**config.mk**
```make
export PLATFORM = sky130hd
export DESIGN_NAME = trapezoid_span_rasterizer
export DESIGN_NICKNAME = d
export VERILOG_FILES = /design/src/rtl/core/tsr_pkg.sv /design/src/rtl/core/tsr_ctrl.sv /design/src/rtl/core/tsr_datapath.sv /design/src/rtl/core/trapezoid_span_rasterizer.sv
export SDC_FILE = /design/constraint.sdc
export NUM_CORES = 1
export LEC_CHECK = 0
export ABC_CLOCK_PERIOD_IN_PS = 8400
export BUFFER_PORTS_ARGS = -buffer_cell sky130_fd_sc_hd__buf_2
export CORE_ASPECT_RATIO = 0.75
export CORE_UTILIZATION = 61
export CTS_CLUSTER_DIAMETER = 60
export DETAILED_ROUTE_END_ITERATION = 8
export GPL_ROUTABILITY_DRIVEN = 0
export PLACE_DENSITY_LB_ADDON = 0.15
export SKIP_CTS_REPAIR_TIMING = 1
export SYNTH_ARGS = -nofsm -noshare
export SYNTH_HDL_FRONTEND = slang
export SYNTH_SLANG_ARGS = --single-unit
```
**constraint.sdc**
```tcl
create_clock -name clk -period 8.4 [get_ports clk]
set_input_delay 0.42 -clock clk [delete_from_list [all_inputs] [get_ports clk]]
set_output_delay 0.42 -clock clk [all_outputs]
set_load 0.03 [all_outputs]
```
**src/rtl/core/tsr_pkg.sv**
```systemverilog
// Shared constants and control/status types for the trapezoid span rasterizer.
`timescale 1ns / 1ps

package tsr_pkg;

  // Default coordinate and color widths
  localparam int COORD_BITS_DEF = 8;
  localparam int COLOR_BITS_DEF = 8;

  // Function codes carried by the input word
  localparam logic FUNC_BEGIN = 1'b0;
  localparam logic FUNC_NEXT  = 1'b1;

  // Commands from the controller to the datapath
  typedef struct packed {
    logic load;          // load both walkers from the input word
    logic step;          // take one walker step on the selected edge
    logic sel_right;     // 0 selects the left edge, 1 the right edge
    logic emit_span;     // write the current span into the output register
    logic emit_none;     // write an empty span into the output register
    logic clear_active;  // end the fill in progress
  } tsr_cmd_t;

  // Status from the datapath to the controller
  typedef struct packed {
    logic active;    // a fill is in progress
    logic finished;  // selected walker sits on its end point
    logic y_step;    // selected walker takes its y step this cycle
    logic last;      // left walker is on the final row
  } tsr_status_t;

endpackage

```
**src/rtl/core/tsr_ctrl.sv**
```systemverilog
// Controller state machine that sequences walker steps and span output.
`timescale 1ns / 1ps

module tsr_ctrl (
  input  logic                 clk,
  input  logic                 rst_n,
  input  logic                 in_valid,
  output logic                 in_ready,
  input  logic                 in_func,
  output logic                 out_valid,
  input  logic                 out_ready,
  input  tsr_pkg::tsr_status_t status,
  output tsr_pkg::tsr_cmd_t    cmd
);

  localparam logic [2:0] S_IDLE   = 3'd0;
  localparam logic [2:0] S_WALK_L = 3'd1;
  localparam logic [2:0] S_WALK_R = 3'd2;
  localparam logic [2:0] S_EMIT   = 3'd3;
  localparam logic [2:0] S_NONE   = 3'd4;

  logic [2:0] state_r, state_nxt;
  logic       out_valid_r, out_valid_nxt;
  logic       out_free;

  assign out_free  = !out_valid_r || out_ready;
  assign in_ready  = rst_n && (state_r == S_IDLE);
  assign out_valid = out_valid_r;

  // Decode state into next state and datapath commands
  always_comb begin
    state_nxt = state_r;
    cmd       = '0;
    unique case (state_r)
      S_IDLE: begin
        if (in_valid && in_ready) begin
          unique case (in_func)
            tsr_pkg::FUNC_BEGIN: begin
              cmd.load  = 1'b1;
              state_nxt = S_EMIT;
            end
            tsr_pkg::FUNC_NEXT: begin
              state_nxt = status.active ? S_WALK_L : S_NONE;
            end
          endcase
        end
      end
      S_WALK_L: begin
        cmd.sel_right = 1'b0;
        if (status.finished) begin
          cmd.clear_active = 1'b1;
          state_nxt        = S_NONE;
        end else begin
          cmd.step = 1'b1;
          if (status.y_step) begin
            state_nxt = S_WALK_R;
          end
        end
      end
      S_WALK_R: begin
        cmd.sel_right = 1'b1;
        if (status.finished) begin
          cmd.clear_active = 1'b1;
          state_nxt        = S_NONE;
        end else begin
          cmd.step = 1'b1;
          if (status.y_step) begin
            state_nxt = S_EMIT;
          end
        end
      end
      S_EMIT: begin
        if (out_free) begin
          cmd.emit_span    = 1'b1;
          cmd.clear_active = status.last;
          state_nxt        = S_IDLE;
        end
      end
      S_NONE: begin
        if (out_free) begin
          cmd.emit_none = 1'b1;
          state_nxt     = S_IDLE;
        end
      end
      default: begin
        state_nxt = S_IDLE;
      end
    endcase
  end

  // Hold the output word until it is taken
  always_comb begin
    if (cmd.emit_span || cmd.emit_none) begin
      out_valid_nxt = 1'b1;
    end else if (out_ready) begin
      out_valid_nxt = 1'b0;
    end else begin
      out_valid_nxt = out_valid_r;
    end
  end

  always_ff @(posedge clk) begin
    if (!rst_n) begin
      state_r     <= S_IDLE;
      out_valid_r <= 1'b0;
    end else begin
      state_r     <= state_nxt;
      out_valid_r <= out_valid_nxt;
    end
  end

endmodule

```
**src/rtl/core/tsr_datapath.sv**
```systemverilog
// Edge walker registers, shared Bresenham step unit and output register.
`timescale 1ns / 1ps

module tsr_datapath #(
  parameter int COORD_BITS = tsr_pkg::COORD_BITS_DEF,
  parameter int COLOR_BITS = tsr_pkg::COLOR_BITS_DEF
) (
  input  logic                  clk,
  input  logic                  rst_n,
  input  logic [COORD_BITS-1:0] in_top_left_x,
  input  logic [COORD_BITS-1:0] in_top_right_x,
  input  logic [COORD_BITS-1:0] in_bottom_left_x,
  input  logic [COORD_BITS-1:0] in_bottom_right_x,
  input  logic [COORD_BITS-1:0] in_top_y,
  input  logic [COORD_BITS-1:0] in_bottom_y,
  input  logic [COLOR_BITS-1:0] in_fill_color,
  input  tsr_pkg::tsr_cmd_t     cmd,
  output tsr_pkg::tsr_status_t  status,
  output logic [COORD_BITS:0]   out_span_left_x,
  output logic [COORD_BITS:0]   out_span_right_x,
  output logic [COORD_BITS-1:0] out_span_row,
  output logic [COLOR_BITS-1:0] out_span_color,
  output logic                  out_last_span,
  output logic                  out_span_valid
);

  localparam int EB = COORD_BITS + 2;

  // Walker state, index 0 is the left edge and 1 the right edge
  logic [COORD_BITS-1:0]  edge_x_r     [2];
  logic [COORD_BITS-1:0]  edge_y_r     [2];
  logic [COORD_BITS-1:0]  edge_end_x_r [2];
  logic [COORD_BITS-1:0]  edge_dx_r    [2];
  logic [COORD_BITS-1:0]  edge_dy_r    [2];
  logic                   edge_x_down_r[2];
  logic                   edge_y_down_r[2];
  logic signed [EB-1:0]   edge_error_r [2];
  logic [COORD_BITS-1:0]  end_row_r;
  logic [COLOR_BITS-1:0]  held_color_r;
  logic                   active_r;

  // Load values for both edges
  logic [COORD_BITS-1:0]  ld_x0  [2];
  logic [COORD_BITS-1:0]  ld_x1  [2];
  logic [COORD_BITS-1:0]  ld_dx  [2];
  logic [COORD_BITS-1:0]  ld_dy;
  logic                   ld_xdn [2];
  logic                   ld_ydn;
  logic signed [EB-1:0]   ld_err [2];

  // Shared step unit signals
  logic [COORD_BITS-1:0]  st_x, st_y, st_x_nxt, st_y_nxt;
  logic signed [EB-1:0]   st_e, st_ndx, st_dx, st_dy, st_e_nxt;
  logic                   st_xmove, st_ymove;

  // Work out deltas, directions and initial error on a begin word
  always_comb begin
    ld_x0[0] = in_top_left_x;
    ld_x0[1] = in_top_right_x;
    ld_x1[0] = in_bottom_left_x;
    ld_x1[1] = in_bottom_right_x;
    ld_ydn   = !(in_top_y < in_bottom_y);
    ld_dy    = ld_ydn ? (in_top_y - in_bottom_y) : (in_bottom_y - in_top_y);
    for (int k = 0; k < 2; k++) begin
      ld_xdn[k] = !(ld_x0[k] < ld_x1[k]);
      ld_dx[k]  = ld_xdn[k] ? (ld_x0[k] - ld_x1[k]) : (ld_x1[k] - ld_x0[k]);
      ld_err[k] = (ld_dx[k] > ld_dy) ? $signed({2'b00, ld_dx[k] >> 1})
                                     : -$signed({2'b00, ld_dy >> 1});
    end
  end

  // Take one Bresenham step on the selected edge
  always_comb begin
    st_x     = edge_x_r[cmd.sel_right];
    st_y     = edge_y_r[cmd.sel_right];
    st_e     = edge_error_r[cmd.sel_right];
    st_dx    = $signed({2'b00, edge_dx_r[cmd.sel_right]});
    st_dy    = $signed({2'b00, edge_dy_r[cmd.sel_right]});
    st_ndx   = -st_dx;
    st_xmove = (st_e > st_ndx);
    st_ymove = (st_e < st_dy);
    st_e_nxt = st_e - (st_xmove ? st_dy : '0) + (st_ymove ? st_dx : '0);
    st_x_nxt = st_x;
    st_y_nxt = st_y;
    if (st_xmove) begin
      st_x_nxt = edge_x_down_r[cmd.sel_right] ? (st_x - 1'b1) : (st_x + 1'b1);
    end
    if (st_ymove) begin
      st_y_nxt = edge_y_down_r[cmd.sel_right] ? (st_y - 1'b1) : (st_y + 1'b1);
    end
  end

  assign status.active   = active_r;
  assign status.finished = (st_x == edge_end_x_r[cmd.sel_right]) && (st_y == end_row_r);
  assign status.y_step   = st_ymove;
  assign status.last     = (edge_y_r[0] == end_row_r);

  // Load or advance the walkers
  always_ff @(posedge clk) begin
    if (cmd.load) begin
      for (int k = 0; k < 2; k++) begin
        edge_x_r[k]      <= ld_x0[k];
        edge_y_r[k]      <= in_top_y;
        edge_end_x_r[k]  <= ld_x1[k];
        edge_dx_r[k]     <= ld_dx[k];
        edge_dy_r[k]     <= ld_dy;
        edge_x_down_r[k] <= ld_xdn[k];
        edge_y_down_r[k] <= ld_ydn;
        edge_error_r[k]  <= ld_err[k];
      end
      end_row_r    <= in_bottom_y;
      held_color_r <= in_fill_color;
    end else if (cmd.step) begin
      edge_x_r[cmd.sel_right]     <= st_x_nxt;
      edge_y_r[cmd.sel_right]     <= st_y_nxt;
      edge_error_r[cmd.sel_right] <= st_e_nxt;
    end
  end

  // Track whether a fill is in progress
  always_ff @(posedge clk) begin
    if (!rst_n) begin
      active_r <= 1'b0;
    end else if (cmd.load) begin
      active_r <= 1'b1;
    end else if (cmd.clear_active) begin
      active_r <= 1'b0;
    end
  end

  // Write the output word
  always_ff @(posedge clk) begin
    if (cmd.emit_span) begin
      out_span_left_x  <= {edge_x_r[0], 1'b0};
      out_span_right_x <= {edge_x_r[1], 1'b1};
      out_span_row     <= edge_y_r[0];
      out_span_color   <= held_color_r;
      out_last_span    <= status.last;
      out_span_valid   <= 1'b1;
    end else if (cmd.emit_none) begin
      out_span_left_x  <= '0;
      out_span_right_x <= '0;
      out_span_row     <= '0;
      out_span_color   <= '0;
      out_last_span    <= 1'b0;
      out_span_valid   <= 1'b0;
    end
  end

endmodule

```
**src/rtl/core/trapezoid_span_rasterizer.sv**
```systemverilog
// Top level of the trapezoid span rasterizer: controller plus datapath.
`timescale 1ns / 1ps

// Channel   Direction  Handshake             Word
// in_       input      in_valid / in_ready   func, corner x values, top/bottom y, color
// out_      output     out_valid / out_ready span x range, row, color, last, valid flag
//
// A begin word loads both walkers and then gives its span from the emit state; a next
// word steps the left walker and then the right walker until each takes its y step,
// one Bresenham step per cycle through the single shared step unit, and then emits.
// A next word with no fill in progress answers with an empty span.
// Input is taken only while the controller is idle; a waiting output word does
// not block acceptance, but the next result waits for the output register.
// Synchronous active-low reset clears the controller and the fill flag and
// holds in_ready low.

module trapezoid_span_rasterizer #(
  parameter int COORD_BITS = tsr_pkg::COORD_BITS_DEF,
  parameter int COLOR_BITS = tsr_pkg::COLOR_BITS_DEF
) (
  input  logic                  clk,
  input  logic                  rst_n,
  input  logic                  in_valid,
  output logic                  in_ready,
  input  logic                  in_func,
  input  logic [COORD_BITS-1:0] in_top_left_x,
  input  logic [COORD_BITS-1:0] in_top_right_x,
  input  logic [COORD_BITS-1:0] in_bottom_left_x,
  input  logic [COORD_BITS-1:0] in_bottom_right_x,
  input  logic [COORD_BITS-1:0] in_top_y,
  input  logic [COORD_BITS-1:0] in_bottom_y,
  input  logic [COLOR_BITS-1:0] in_fill_color,
  output logic                  out_valid,
  input  logic                  out_ready,
  output logic [COORD_BITS:0]   out_span_left_x,
  output logic [COORD_BITS:0]   out_span_right_x,
  output logic [COORD_BITS-1:0] out_span_row,
  output logic [COLOR_BITS-1:0] out_span_color,
  output logic                  out_last_span,
  output logic                  out_span_valid
);

  tsr_pkg::tsr_cmd_t    cmd;
  tsr_pkg::tsr_status_t status;

  tsr_ctrl u_ctrl (
    .clk       (clk),
    .rst_n     (rst_n),
    .in_valid  (in_valid),
    .in_ready  (in_ready),
    .in_func   (in_func),
    .out_valid (out_valid),
    .out_ready (out_ready),
    .status    (status),
    .cmd       (cmd)
  );

  tsr_datapath #(
    .COORD_BITS (COORD_BITS),
    .COLOR_BITS (COLOR_BITS)
  ) u_dp (
    .clk               (clk),
    .rst_n             (rst_n),
    .in_top_left_x     (in_top_left_x),
    .in_top_right_x    (in_top_right_x),
    .in_bottom_left_x  (in_bottom_left_x),
    .in_bottom_right_x (in_bottom_right_x),
    .in_top_y          (in_top_y),
    .in_bottom_y       (in_bottom_y),
    .in_fill_color     (in_fill_color),
    .cmd               (cmd),
    .status            (status),
    .out_span_left_x   (out_span_left_x),
    .out_span_right_x  (out_span_right_x),
    .out_span_row      (out_span_row),
    .out_span_color    (out_span_color),
    .out_last_span     (out_last_span),
    .out_span_valid    (out_span_valid)
  );

endmodule

```
==> impl_metrics.env <==
export IMPL_ys_seq_elements=150
export IMPL_wirelength_mm=29.2
export IMPL_cp_arrival_ns=7.21
export IMPL_finalClockSkew_ns=0.00798
export IMPL_yosys_area_top_type="edfxtp_1"
export IMPL_r2r_end="u_dp.edge_error_r[0][9]"
export IMPL_vias=8829
export IMPL_end_kind="flip-flop"
export IMPL_ir_worst_vdd_mv=0.282
export IMPL_wire_per_inst_um=19.9
export IMPL_hold_violations=0
export IMPL_synth_edff_count=144
export IMPL_rsz0062_at_grt="no"
export IMPL_async_flop_share_pct=0
export IMPL_clockBufferDepth=2
export IMPL_maxSlewViolCount=0
export IMPL_worst_pin_slew_ns=1.19
export IMPL_min_period_ns=7.03
export IMPL_slew_headroom_pct=19.5
export IMPL_critical_path_max_stage_delay_ns=0.71
export IMPL_drcViolationCount=0
export IMPL_path_class="reg -> reg"
export IMPL_area_growth_pct=11.7
export IMPL_fp_dieArea_um2=18600
export IMPL_antenna_found_initial=3
export IMPL_drt_vias_per_instance=6.01
export IMPL_worstSkewPairLatency_ns=0.44
export IMPL_cp_start_kind="flip-flop"
export IMPL_final_util_pct=69.7
export IMPL_track_usage_pct=33.0
export IMPL_synth_top_cell_area_share_pct=39.2
export IMPL_worstHoldEndpoint="u_dp.held_color_r[4]"
export IMPL_synth_most_common_cell="edfxtp_1"
export IMPL_cts_root_buf="clkbuf_16"
export IMPL_start_util_pct=62.4
export IMPL_path_max_fanout=15
export IMPL_synth_common_cells="144 x edfxtp_1, 126 x inv_1, 120 x nand2_1"
export IMPL_ys_top_cells_by_area="edfxtp_1 39%, ha_1 12%, inv_1 4.3%, nand2_1 4.1%, xnor2_1 3.5%"
export IMPL_grt_overflow_total=0
export IMPL_seq_area_frac_synth_pct=40.3
export IMPL_holdPathStages=1
export IMPL_io_buffers=97
export IMPL_finalCritPeriodShare_pct=83.7
export IMPL_diodes=0
export IMPL_ys_warnings_count=0
export IMPL_synth_cell_type_count=75
export IMPL_timing_max_cap_violations=0
export IMPL_die_h_um=118
export IMPL_hold_path_class="in -> reg"
export IMPL_h_tree_depth=4
export IMPL_io_pins=99
export IMPL_syn_nets=1301
export IMPL_fp_row_count=42
export IMPL_nFillCells=1362
export IMPL_firstDrtPassIters=6
export IMPL_cts_buffers=17
export IMPL_status="finished, final reports clean"
export IMPL_grt_first_pass_wirelength_mm=45.3
export IMPL_r2r_slack_ns=1.37
export IMPL_syn_inst=1121
export IMPL_die_w_um=157
export IMPL_drtIter0Drc=869
export IMPL_grt_pass1_vias=8150
export IMPL_avgSynthCellArea_um2=9.83
export IMPL_reg2reg_from="u_ctrl.state_r[2]"
export IMPL_power_density_nw_per_um2=407
export IMPL_grt_start_max_net_pins=51
export IMPL_hpwl_mm=22.6
export IMPL_cpLargestDelayFamily="compound AO/OA/AOI/OAI gates"
export IMPL_ff2ff_path_depth=26
export IMPL_tns_ns=0
export IMPL_postRouteAntennaNets=0
export IMPL_nets=1393
export IMPL_synth_area_um2=11000
export IMPL_core_area_um2=17700
export IMPL_regArea_um2=4440
export IMPL_setup_viol=0
export IMPL_crit_path_top_delay_cell="or3b_1"
export IMPL_drive_gt1_share_pct=14.2
export IMPL_critPathBufInv=1
export IMPL_ys_flop_type="edfxtp_1"
export IMPL_max_freq_mhz=142
export IMPL_hold_start="in_fill_color[4]"
export IMPL_clock_sinks=150
export IMPL_worstPathRequired_ns=8.58
export IMPL_path_clk_slew_ns=0.07
export IMPL_power_leakage_uw=0.00551
export IMPL_setup_worst_path_start="u_ctrl.state_r[2]"
export IMPL_multi_input_area_um2=5950
export IMPL_cts_tree="built"
[sequential cells by signal, summed over array words and instances (netlist names), 16 cells and up]
register,cells
u_dp.edge_dx_r,16
u_dp.edge_y_r,16
u_dp.edge_x_r,16
u_dp.edge_end_x_r,16
u_dp.edge_error_r,20
[metrics by stage]
| stage | hold WS [ns] | instances | worst slack (ns) | total power, uW | instance area, um2 |
|---|---|---|---|---|---|
| 6_report | 0.150 | 1468 | 1.37 | 5010 | 12300 |
| 5_1_grt | 0.143 | 1468 | 0.838 | 5350 | 12300 |
| 4_1_cts | 0.144 | 1468 | 1.42 | 4940 | 12300 |
| 3_5_place_dp | 0.474 | 1436 | 1.48 | 4150 | 11700 |
| 3_3_place_gp | 0.467 | 1436 | 1.77 | 4100 | 11700 |
| 2_1_floorplan | 0.471 | 1121 | 2.38 | 3420 | 11000 |
[kinds of logic after synthesis]
group,Yosys count,share of synthesized area [%]
compound gates,239,13.8
xor+xnor,74,5.88
simple gates,323,14.1
flops,150,40.3
other cells,1,0.0340
mux,55,5.43
fa+ha+maj,119,14.6
buf+inv,160,5.80
[placed cells by master (no fill, tap or decap), drive strengths merged, types with 4 or more instances in the layout]
cell type and n:
o211ai 7, ha 103, mux2i 39, nor2 58, mux2 15, nand3 22
nand4 4, inv 135, nand2b 13, clkbuf 17, o21ai 62, nor4 4
a31o 4, o41ai 5, and3 6, edfxtp 144, nor2b 11, a211oi 8
a21oi 76, xor2 30, clkinv 6, or3 5, dfxtp 6, and2 32
nand2 120, xnor2 44, nor3 31, a21o 24, fa 16, buf 106
o22ai 7, o21bai 10, a31oi 8
[worst max-delay path by stage]
| stage | to | slack, ns | cells after the start |
|---|---|---|---|
| 4_1_cts | u_dp.edge_error_r[0][9] | 1.42 | 26 |
| 3_3_place_gp | u_dp.edge_error_r[1][9] | 1.77 | 22 |
| 6_report | u_dp.edge_error_r[0][9] | 1.37 | 26 |
| 3_5_place_dp | u_dp.edge_error_r[0][9] | 1.48 | 26 |
| 2_1_floorplan | u_dp.edge_error_r[0][9] | 2.38 | 27 |
| 5_1_grt | u_dp.edge_error_r[1][9] | 0.84 | 26 |
[cell type report]
cell class	count	share of cell area [%]
Clock buffer	17	3.45
Inverter	127	3.87
Sequential cell	150	36.1
Timing Repair Buffer	106	4.49
Tap cell	242	2.46
Multi-Input combinational cell	811	48.4
Clock inverter	15	1.28
[metal layers]
layer | share of wire, % | up-vias | track usage (%) | wire, um
met5 | 0.044 | - | 0 | 13
met4 | 2.4 | 2 | 13.0 | 709
met3 | 12 | 58 | 5.46 | 3420
met2 | 41 | 481 | 46.5 | 12100
met1 | 44 | 4142 | 50.3 | 13000
li1 | - | 4146 | - | -
[report_power, final]
| part | switching (uW) | internal (uW) |
|---|---|---|
| clock network | 342 | 420 |
| registers | 117 | 1100 |
| logic | 1890 | 1140 |
| total | 2350 | 2660 |
Power figures use the tool's default switching activity.
